===== config.mk =====
export PLATFORM = sky130hd
export DESIGN_NAME = gbrb_queue
export DESIGN_NICKNAME = d
export VERILOG_FILES = /design/src/rtl/core/gbrb_pkg.sv /design/src/rtl/core/gbrb_queue.sv
export SDC_FILE = /design/constraint.sdc
export NUM_CORES = 1
export LEC_CHECK = 0
export BUFFER_PORTS_ARGS = -buffer_cell sky130_fd_sc_hd__buf_2
export CORE_MARGIN = 4
export CORE_UTILIZATION = 46
export CTS_CLUSTER_DIAMETER = 150
export CTS_CLUSTER_SIZE = 16
export DETAILED_ROUTE_END_ITERATION = 16
export GPL_TIMING_DRIVEN = 0
export MAX_ROUTING_LAYER = met4
export PLACE_DENSITY = 0.71
export SLEW_MARGIN = 30
export SYNTH_ARGS = -nofsm -noshare
export SYNTH_HDL_FRONTEND = slang
export SYNTH_SLANG_ARGS = --single-unit

===== constraint.sdc =====
create_clock -name clk -period 10.7 [get_ports clk]
set_input_delay 0.535 -clock clk [delete_from_list [all_inputs] [get_ports clk]]
set_output_delay 0.535 -clock clk [all_outputs]
set_load 0.005 [all_outputs]

===== src/rtl/core/gbrb_pkg.sv =====
// ----------------------------------------------------------------------------
// gbrb_pkg: shared types and constants of the gated broadcast ring buffer
// Field widths, operation and status codes, and the command that the front
// hands to the back through the command queue.
// ----------------------------------------------------------------------------
package gbrb_pkg;

	// Storage geometry.
	localparam int RING_DEPTH    = 4096;
	localparam int SLOT_W        = $clog2(RING_DEPTH);
	localparam int MAX_CONSUMERS = 4;
	localparam int CONS_W        = (MAX_CONSUMERS > 1) ? $clog2(MAX_CONSUMERS) : 1;
	localparam int DATA_WIDTH    = 64;
	localparam int QUEUE_DEPTH   = 2;
	localparam int QPTR_W        = $clog2(QUEUE_DEPTH);
	localparam int QCNT_W        = $clog2(QUEUE_DEPTH + 1);

	// Fixed field widths.
	localparam int OP_W      = 2;
	localparam int WHO_W     = 2;
	localparam int SEQ_W     = 48;
	localparam int PAYLOAD_W = 64;
	localparam int STATUS_W  = 2;
	localparam int STALL_W   = 32;
	localparam int CFG_N_W   = 3;
	localparam int ACT_W     = CFG_N_W + 1;
	localparam int CFG_IDX_W = 1;
	localparam int CFG_W     = 3;

	localparam int IN_BITS     = OP_W + WHO_W + SEQ_W + PAYLOAD_W;
	localparam int IN_TDATA_W  = ((IN_BITS + 7) / 8) * 8;
	localparam int OUT_BITS    = STATUS_W + SEQ_W + PAYLOAD_W + STALL_W;
	localparam int OUT_TDATA_W = ((OUT_BITS + 7) / 8) * 8;

	// Sequence constants.
	localparam logic [SEQ_W-1:0] SEQ_MAX  = {1'b0, {(SEQ_W-1){1'b1}}};
	localparam logic [SEQ_W-1:0] SEQ_NONE = '1;
	localparam logic [SEQ_W-1:0] SEQ_DEPTH = SEQ_W'(RING_DEPTH);
	localparam logic [STALL_W-1:0] STALL_MAX = '1;

	// Operation codes.
	localparam logic [OP_W-1:0] OP_WRITE  = 2'd0;
	localparam logic [OP_W-1:0] OP_QUERY  = 2'd1;
	localparam logic [OP_W-1:0] OP_READ   = 2'd2;
	localparam logic [OP_W-1:0] OP_COMMIT = 2'd3;

	// Status codes.
	localparam logic [STATUS_W-1:0] STAT_DONE      = 2'd0;
	localparam logic [STATUS_W-1:0] STAT_REFUSED   = 2'd1;
	localparam logic [STATUS_W-1:0] STAT_NOT_AVAIL = 2'd2;

	// Configuration register indexes.
	localparam logic [CFG_IDX_W-1:0] CFG_CONSUMERS = 1'd0;
	localparam logic [CFG_IDX_W-1:0] CFG_CHAINED   = 1'd1;

	// Decoded command from the front.
	typedef struct packed {
		logic [OP_W-1:0]       op;
		logic [CONS_W-1:0]     who;
		logic [CONS_W-1:0]     prev;
		logic                  has_prev;
		logic [SEQ_W-1:0]      seq;
		logic [SLOT_W-1:0]     slot;
		logic [DATA_WIDTH-1:0] payload;
	} cmd_t;

	// One result transaction.
	typedef struct packed {
		logic [STATUS_W-1:0]  status;
		logic [SEQ_W-1:0]     rseq;
		logic [PAYLOAD_W-1:0] data;
		logic [STALL_W-1:0]   stall;
	} res_t;

endpackage


===== src/rtl/core/gbrb_queue.sv =====
// ----------------------------------------------------------------------------
// gbrb_queue: command queue between front and back
// A short first-in first-out buffer of decoded commands.
// ----------------------------------------------------------------------------
module gbrb_queue import gbrb_pkg::*; (
	input  logic clk,
	input  logic arst_n,
	input  logic push,
	input  cmd_t push_cmd,
	output logic full,
	output logic q_valid,
	output cmd_t q_cmd,
	input  logic pop
);

	cmd_t              entry_q [QUEUE_DEPTH];
	logic [QPTR_W-1:0] wr_ptr_q;
	logic [QPTR_W-1:0] rd_ptr_q;
	logic [QCNT_W-1:0] count_q;

	assign full    = (count_q == QCNT_W'(QUEUE_DEPTH));
	assign q_valid = (count_q != '0);
	assign q_cmd   = entry_q[rd_ptr_q];

	always_ff @(posedge clk or negedge arst_n) begin
		if (!arst_n) begin
			wr_ptr_q <= '0;
			rd_ptr_q <= '0;
			count_q  <= '0;
		end else begin
			if (push) begin
				wr_ptr_q <= (wr_ptr_q == QPTR_W'(QUEUE_DEPTH - 1)) ? '0 : wr_ptr_q + QPTR_W'(1);
			end
			if (pop) begin
				rd_ptr_q <= (rd_ptr_q == QPTR_W'(QUEUE_DEPTH - 1)) ? '0 : rd_ptr_q + QPTR_W'(1);
			end
			if (push && !pop) begin
				count_q <= count_q + QCNT_W'(1);
			end else if (pop && !push) begin
				count_q <= count_q - QCNT_W'(1);
			end
		end
	end

	always_ff @(posedge clk) begin
		if (push) begin
			entry_q[wr_ptr_q] <= push_cmd;
		end
	end

endmodule


==> results.cfg <==
[critical_path]
max_stage_delay_ns = 0.34
r2r-end = entry_q[0][52]
critPathLaunchType = flip-flop
reg2reg_from = wr_ptr_q
r2r_setup_slack_ns = 8.81
ff2ff_path_depth = 5
crit_top_cell = buf_6
worst_path_max_delay_cell = dfrtp_1
critPathLaunch = rd_ptr_q
criticalPathCategory = reg2out
critPathArrivalTime_ns = 1.79
cp.depth = 5
critPathCapture = q_cmd[79]
path_buf_inv = 4
end_kind = primary output
cp_top_family = buffers and inverters
crit_required_ns = 10.17
crit_fanout = 10
path_cells = buf_6, buf_8, buf_6, mux2_4, buf_2

[worst_hold_path]
worstHoldStart = push_cmd[78]
hold_path_class = in2reg

[power]
cellPowerDensity_nw_per_um2 = 249.3
power.internal_mw = 2.303
pwr-share-clk_pct = 22.0
switching_share_pct = 26.16
p_leak_nw = 4.938
ir_worst_vdd_mv = 0.1270
switching_power_mw = 0.8157
pwr-share-seq_pct = 45.8
combPwrFrac_pct = 32.3

[detailed_routing]
vias_per_cell = 4.900
post_drt_wl_per_cell_um = 18.27
remaining_drc_errors = 0
drtIter0Drc = 220
drt_wl_total_mm = 18.49
postRouteAntennaNets = 0
first_pass_iters = 4
vias = 4959

[floorplanning]
die_w_um = 155.2
num_rows = 53
initial_core_util_pct = 47.15
core_area_um2 = 21150
die_h_um = 155.2
die_area_um2 = 24100
pin_count = 268

[placement]
dp_cells = 975
place.gp.congestion = 0.7783
post-dp-hpwl_mm = 13.54
port-buffer-count = 267
placed_area_um2 = 11910

[synth]
synth_top_area_cell = edfxtp_1
synthCells = 424
synth_fp_nets = 560
synth_top_area_share_pct = 78.89
netlist-cell-type-count = 15
yosysWarnings = 0
synth_area_leaders = edfxtp_1, mux2_4, mux2_2
ys_ff_latch = 266
synth.yosys.seq_area_share_pct = 79.89
synth_area_um2 = 9973
synthTopCellsByCount = edfxtp_1, mux2_4, mux2_2
yosysMostFrequentCell = edfxtp_1
synth-edff-count = 262
synth_flop_cell = edfxtp_1
synth_area_per_cell_um2 = 23.52
ys_async_sr_fraction_pct = 1.504

[cells_and_area]
drive_gt1_share_pct = 60.65
final_cell_area_um2 = 12510
multi_input_area_um2 = 1871
syn_to_final_growth_pct = 25.42
final_cells = 1012
fillers = 1582
final_util_pct = 59.13
n_antenna_cell = 0
seqCellArea_um2 = 7968
nets = 859

[timing]
whs_ns = 0.2342
fin_crit_ns = 2.323
final-hold-violation-count = 0
max_freq_ghz = 0.4305
worst_slew_pin_slew_ns = 0.5384
tns_ns = 0
finalSetupViolCount = 0
relSlewSlack_pct = 64.11
rsz0062_at_grt = no
fin_skew_ns = 0.004990
finalCritPeriodShare_pct = 21.71
slew_violations = 0

[job]
drv_cap = 0

[status]
status = finished clean

[global_route]
grt_pass1_wl_mm = 27.98
gr-total-overflow = 0
antenna_found_initial = 0
grt_max_degree = 50
grt_pass1_vias = 5333
grtUsageTotal_pct = 15.04

[cts]
cts.repair.resized = 0
tritoncts = built
cts.sinks = 266
cts_buffers = 20
cts-root-buf = clkbuf_16
path_clk_slew_ns = 0.07
cts_max_level = 1
cts_buffer_depth = 3
clk_latency_ns = 0.48
what timing repair did:
action,in CTS,in global routing
endpoints found under the hold margin,4,0
setup buffers,0,0
hold buffers,1,0
per-stage QoR:
stage	total power [mW]	setup WS, ns
2_1_floorplan	2.084	3.850
3_3_place_gp	2.446	0.9421
3_5_place_dp	2.480	8.486
4_1_cts	3.167	8.320
5_1_grt	3.280	8.269
6_report	3.119	8.377
power by group through the flow:
stage | logic [mW] | registers, mW | clock network [mW]
after floorplan | 0.610 | 1.47 | 0
after global placement | 0.946 | 1.50 | 0
after detailed placement | 1.03 | 1.45 | 0
after CTS | 1.03 | 1.43 | 0.707
after global routing | 1.08 | 1.44 | 0.757
final | 1.01 | 1.43 | 0.685
area by class of cell:
cell class	instances	area share [%]
Clock inverter	1	0.07002
Tap cell	275	2.751
Buffer	15	1.130
Clock buffer	35	4.621
Sequential cell	266	63.70
Timing Repair Buffer	277	12.74
Multi-Input combinational cell	142	14.95
Inverter	1	0.03001
cell families (layout without fill, tap and decap cells):
kind of cell | Yosys count | after routing | share of synthesized area, %
xor gates and xnor gates | 5 | 5 | 0.4391
adders and majority gates | 1 | 1 | 0.1254
buffers and inverters | 16 | 329 | 1.455
DFF | 266 | 266 | 79.89
muxes | 131 | 131 | 17.80
and+or+nand+nor | 5 | 5 | 0.2886
registers in the layout (all words and copies together) (netlist names):
signal / flops
rd_ptr_q: 1
count_q: 2
entry_q: 262
wr_ptr_q: 1
layout by cell type, fill, tap and decap left out, drive strengths merged:
master / n
dfrtp: 4
ha: 1
or2: 1
clkbuf: 35
xnor2: 1
mux2: 131
dlygate4sd3: 1
nor2: 1
buf: 291
and2: 1
edfxtp: 262
clkinv: 1
inv: 1
nor2b: 2
xor2: 4
how the worst min path moves through the flow:
stage / slack [ns] / depth (start not counted) / end
finish: 0.23 / 1 / entry_q[1][78]
global route: 0.21 / 1 / entry_q[0][78]
CTS: 0.21 / 1 / entry_q[0][78]
detailed placement: 0.35 / 1 / count_q[1]
global placement: 0.34 / 1 / count_q[1]
floorplan: 0.24 / 0 / count_q[0]
routing by layer:
metal	vias to the layer above	GRT usage [%]	share of wire, %
li1	2284	-	-
met1	2440	18.46	39
met2	204	25.89	51
met3	31	3.032	8.1
met4	0	3.710	1.9
met5	-	-	0
worst register-to-register path, delay by kind of cell (launching register included):
family                 cells  cell delay, ns
buffers and inverters      4            0.76
DFF                        1            0.43
and+or+nand+nor            1            0.41
Note: power is estimated with default switching activity, not from simulation.
