File: config.mk
export PLATFORM = sky130hd
export DESIGN_NAME = gbrb_front
export DESIGN_NICKNAME = d
export VERILOG_FILES = /design/src/rtl/core/gbrb_pkg.sv /design/src/rtl/core/gbrb_front.sv
export SDC_FILE = /design/constraint.sdc
export NUM_CORES = 1
export LEC_CHECK = 0
export ABC_AREA = 1
export BUFFER_PORTS_ARGS = -buffer_cell sky130_fd_sc_hd__clkbuf_2
export CAP_MARGIN = 25
export CELL_PAD_IN_SITES_DETAIL_PLACEMENT = 1
export CELL_PAD_IN_SITES_GLOBAL_PLACEMENT = 1
export CORE_ASPECT_RATIO = 1.4
export CORE_MARGIN = 3
export CORE_UTILIZATION = 35
export DETAILED_ROUTE_END_ITERATION = 8
export GPL_TIMING_DRIVEN = 0
export HOLD_SLACK_MARGIN = 0.1
export PLACE_DENSITY_LB_ADDON = 0.2
export SLEW_MARGIN = 25
export SYNTH_ARGS = -nofsm -noshare
export SYNTH_HDL_FRONTEND = slang
export SYNTH_SLANG_ARGS = --single-unit
File: constraint.sdc
create_clock -name clk -period 17.25 [get_ports clk]
set_clock_uncertainty 0.2 [all_clocks]
set_input_delay 1.725 -clock clk [delete_from_list [all_inputs] [get_ports clk]]
set_output_delay 1.725 -clock clk [all_outputs]
set_load 0.01 [all_outputs]
File: src/rtl/core/gbrb_pkg.sv
// ----------------------------------------------------------------------------
// gbrb_pkg: shared types and constants of the gated broadcast ring buffer
// Field widths, operation and status codes, and the command that the front
// hands to the back through the command queue.
// ----------------------------------------------------------------------------
package gbrb_pkg;

	// Storage geometry.
	localparam int RING_DEPTH    = 4096;
	localparam int SLOT_W        = $clog2(RING_DEPTH);
	localparam int MAX_CONSUMERS = 4;
	localparam int CONS_W        = (MAX_CONSUMERS > 1) ? $clog2(MAX_CONSUMERS) : 1;
	localparam int DATA_WIDTH    = 64;
	localparam int QUEUE_DEPTH   = 2;
	localparam int QPTR_W        = $clog2(QUEUE_DEPTH);
	localparam int QCNT_W        = $clog2(QUEUE_DEPTH + 1);

	// Fixed field widths.
	localparam int OP_W      = 2;
	localparam int WHO_W     = 2;
	localparam int SEQ_W     = 48;
	localparam int PAYLOAD_W = 64;
	localparam int STATUS_W  = 2;
	localparam int STALL_W   = 32;
	localparam int CFG_N_W   = 3;
	localparam int ACT_W     = CFG_N_W + 1;
	localparam int CFG_IDX_W = 1;
	localparam int CFG_W     = 3;

	localparam int IN_BITS     = OP_W + WHO_W + SEQ_W + PAYLOAD_W;
	localparam int IN_TDATA_W  = ((IN_BITS + 7) / 8) * 8;
	localparam int OUT_BITS    = STATUS_W + SEQ_W + PAYLOAD_W + STALL_W;
	localparam int OUT_TDATA_W = ((OUT_BITS + 7) / 8) * 8;

	// Sequence constants.
	localparam logic [SEQ_W-1:0] SEQ_MAX  = {1'b0, {(SEQ_W-1){1'b1}}};
	localparam logic [SEQ_W-1:0] SEQ_NONE = '1;
	localparam logic [SEQ_W-1:0] SEQ_DEPTH = SEQ_W'(RING_DEPTH);
	localparam logic [STALL_W-1:0] STALL_MAX = '1;

	// Operation codes.
	localparam logic [OP_W-1:0] OP_WRITE  = 2'd0;
	localparam logic [OP_W-1:0] OP_QUERY  = 2'd1;
	localparam logic [OP_W-1:0] OP_READ   = 2'd2;
	localparam logic [OP_W-1:0] OP_COMMIT = 2'd3;

	// Status codes.
	localparam logic [STATUS_W-1:0] STAT_DONE      = 2'd0;
	localparam logic [STATUS_W-1:0] STAT_REFUSED   = 2'd1;
	localparam logic [STATUS_W-1:0] STAT_NOT_AVAIL = 2'd2;

	// Configuration register indexes.
	localparam logic [CFG_IDX_W-1:0] CFG_CONSUMERS = 1'd0;
	localparam logic [CFG_IDX_W-1:0] CFG_CHAINED   = 1'd1;

	// Decoded command from the front.
	typedef struct packed {
		logic [OP_W-1:0]       op;
		logic [CONS_W-1:0]     who;
		logic [CONS_W-1:0]     prev;
		logic                  has_prev;
		logic [SEQ_W-1:0]      seq;
		logic [SLOT_W-1:0]     slot;
		logic [DATA_WIDTH-1:0] payload;
	} cmd_t;

	// One result transaction.
	typedef struct packed {
		logic [STATUS_W-1:0]  status;
		logic [SEQ_W-1:0]     rseq;
		logic [PAYLOAD_W-1:0] data;
		logic [STALL_W-1:0]   stall;
	} res_t;

endpackage

File: src/rtl/core/gbrb_front.sv
// ----------------------------------------------------------------------------
// gbrb_front: input stage of the gated broadcast ring buffer
// Takes input transactions, decodes them into commands and pushes them into
// the command queue.
// ----------------------------------------------------------------------------
module gbrb_front import gbrb_pkg::*; (
	input  logic                  clk,
	input  logic                  arst_n,
	input  logic                  s_tvalid,
	output logic                  s_tready,
	input  logic [IN_TDATA_W-1:0] s_tdata,
	output logic                  push,
	output cmd_t                  push_cmd,
	input  logic                  q_full
);

	logic        fr_valid_q;
	cmd_t        fr_cmd_q;
	cmd_t        dec_cmd;
	logic [WHO_W-1:0] who_raw;

	// The slot index takes the low bits of the sequence; the ring depth is a
	// power of two.
	always_comb begin
		who_raw          = s_tdata[OP_W +: WHO_W];
		dec_cmd.op       = s_tdata[0 +: OP_W];
		dec_cmd.who      = CONS_W'(who_raw % MAX_CONSUMERS);
		dec_cmd.prev     = dec_cmd.who - CONS_W'(1);
		dec_cmd.has_prev = (dec_cmd.who != '0);
		dec_cmd.seq      = s_tdata[OP_W + WHO_W +: SEQ_W];
		dec_cmd.slot     = dec_cmd.seq[SLOT_W-1:0];
		dec_cmd.payload  = s_tdata[OP_W + WHO_W + SEQ_W +: DATA_WIDTH];
	end

	assign push     = fr_valid_q && !q_full;
	assign push_cmd = fr_cmd_q;
	assign s_tready = !fr_valid_q || !q_full;

	always_ff @(posedge clk or negedge arst_n) begin
		if (!arst_n) begin
			fr_valid_q <= 1'b0;
		end else if (s_tvalid && s_tready) begin
			fr_valid_q <= 1'b1;
		end else if (push) begin
			fr_valid_q <= 1'b0;
		end
	end

	always_ff @(posedge clk) begin
		if (s_tvalid && s_tready) begin
			fr_cmd_q <= dec_cmd;
		end
	end

endmodule

==> impl_results.md <==
- Layout cell share with drive strength beyond 1: 69.1%
- Total gr overflow: 0
- Routed Wire Length: between 9 and 10 mm
- Critical Setup Path Class: input pin to output pin
- Vias in the first global route: 2564
- Buffers on Ports: 252
- Dpl ws: 13170 ps
- Yosys cell types: 8
- Worst EP required: 15320 ps
- Num Clock Sinks: 120
- Root Driver: clkbuf_16
- Max-cap violations: 0
- Pwr dens: roughly 130 nW/um^2
- Core area: between 10000 and 15000 um^2
- Slowest Stage Delay on Critical Path: 150 ps
- Clock Pin Slew Worst Setup and Hold Paths: roughly 60 ps
- DRT iter0 DRCs: 97
- Via density: 4.15
- Final WS setup: 13180 ps
- Placed cells: 539
- Min-delay src: fr_valid_q
- DIE AREA: around 12000 um^2
- Starting Density: 35.9%
- Final setup violation count: 0
- # Post-CTS Setup Buffers: 0
- Clock latency on the worst-skew pair: 400 ps
- Post-DRT Antenna Nets: 0
- Hpwl dp: 7.65 mm
- Worst min path class: register to register
- Antenna cells: 0
- DRC: 0
- Yosys top cell by area: edfxtp_1
- RePlAce Congestion: 0.736
- Hold buffers post-CTS: 0
- Outcome: finished clean
- DRT Pass-1 Iters: 3
- Mapped cell area: 3740 um^2
- Post-DP Area: 5350 um^2
- Initial antenna violation count: 0
- Top cell type's share of synthesized area: 95.6%
- FILL cells: between 1000 and 1500
- Post-route cell area: between 5000 and 6000 um^2
- Number of register bits inferred by synthesis: 120
- Hold path depth: 2
- Syn avg cell area: 26.2 um^2
- First-pass GRT wire length: 14.3 mm
- RSZ-0062 raised after global routing: no
- Maximum VDD drop: 0.0704 mV
- Mapped Nets: 268
- Slew margin rel.: ~67%
- Worst R2R Start: fr_valid_q
- H-Tree Depth: 4
- CP Cell Sequence: clkbuf_2, nor2_1, clkbuf_2
- Crit path max fanout: 3
- Overall die height: 128 um
- Routed len/inst: 17.5 um
- Top delay family on crit path: buffers and inverters
- Fin nets: 545
- Final cell count without fillers: 571
- Slowest-stage cell, CP: clkbuf_2
- CTS tree: done
- Setup tns final: 0 ps
- Post-CTS Resized: 0
- Worst path arrival time: 2150 ps
- Leak: 2.64 nW
- Min Tclk post-route: approximately 4000 ps
- Post-Synthesis Cells: 143
- Critical Path Sink Type: output pin
- Largest net degree at the start of global routing: 23
- Critical path origin: q_full
- Final slew viol count: 0
- Worst-margin pin slew: slightly below 500 ps
- R2R depth: 4
- Number of placed I/O pins: 257
- Die X: 93.4 um
- Fmax achieved: 245 MHz
- GRT Util Overall: 16.9%
- Hold Fails Final Rpt: 0
- Synth area leaders: edfxtp_1, buf_4, dfrtp_1
- Worst setup SP type: input pin
- P&R area growth vs syn: 58.8%
- CTS Buf Count: 17
- Via count: 2369
- Final period util: 23.6%
- Crit path buffers/inverters: 2
- Critical Path Most Common Cell: clkbuf_2
- CTS max path bufs: 2
- Seq/Total Area, Yosys: between 90 and 100%
- Stages on the worst setup path: 3
- Row cnt: 44
- Total of warnings raised by yosys: 0
worst reg2reg max path: stages (launching register included):
cell and delay (ps):
dfrtp_1 420, a21oi_4 460, buf_16 240, buf_16 180, buf_16 180
synth_stat cells, drive strengths merged:
cell type  number
edfxtp        119
a21oi           1
nor2            1
inv             6
buf            12
ha              1
nand2           2
dfrtp           1
layout by cell type (no fill, tap or decap), types with 2 or more instances in the layout:
cell type,count
clkinvlp_4,4
edfxtp_1,119
inv_1,6
nand2_1,2
buf_16,6
clkbuf_16,17
buf_4,12
bufinv_16,3
clkbuf_1,2
clkinv_2,2
clkbuf_2,252
clkinv_4,2
clkinv_1,2
path summary, 6_finish.rpt:
path | endpoint | slack (ps)
worst max-delay path | push | 13180
worst min-delay path | fr_valid_q | 420
worst max register to register | push_cmd[57] | 15260
worst min register to register | fr_valid_q | 420
max in group asynchronous | fr_valid_q | 15880
min in group asynchronous | fr_valid_q | 880
cells by family after synthesis:
logic type               share of synthesized area, %
flip-flops                                       96.2
buffers and inverters                            3.01
AND/OR/NAND/NOR                                 0.301
AO/OA/AOI/OAI                                   0.134
adder cells (fa/ha/maj)                         0.335
per-layer routing:
| metal | GRT usage [%] | part of all wire, % |
|---|---|---|
| met5 | 0 | 0 |
| met1 | 16.0 | 30 |
| met3 | 8.28 | 11 |
| met2 | 29.9 | 56 |
| met4 | 8.28 | 2.6 |
flip-flops by register name, summed over array words and instances (netlist names):
name and count:
push_cmd 119, fr_valid_q 1
power by group:
group          total [mW]  internal (mW)  switching [mW]
sequential          0.345          0.340         0.00474
clock               0.348          0.226           0.122
combinational      0.0558         0.0269          0.0288
area by class of cell:
cell class                      instances  area, um^2  area share (%)
Tap cell                              138         173            2.91
Clock inverter                         13         155            2.61
Clock buffer                           19         433            7.29
Multi-Input combinational cell          5        40.0           0.674
Sequential cell                       120        3600            60.6
Inverter                                6        22.5           0.379
Buffer                                 12        90.1            1.52
Timing Repair Buffer                  258        1430            24.0
through the flow:
step / utilization [%] / total power [mW] / hold slack [ps]
final: 57.1 / 0.749 / 419
after global routing: 57.1 / 0.778 / 467
after CTS: 57.1 / 0.759 / 426
after detailed placement: 51.4 / 0.408 / 382
after global placement: 49.7 / 0.405 / 298
after floorplan: - / 0.372 / 344
Note: power is estimated with default switching activity, not from simulation.
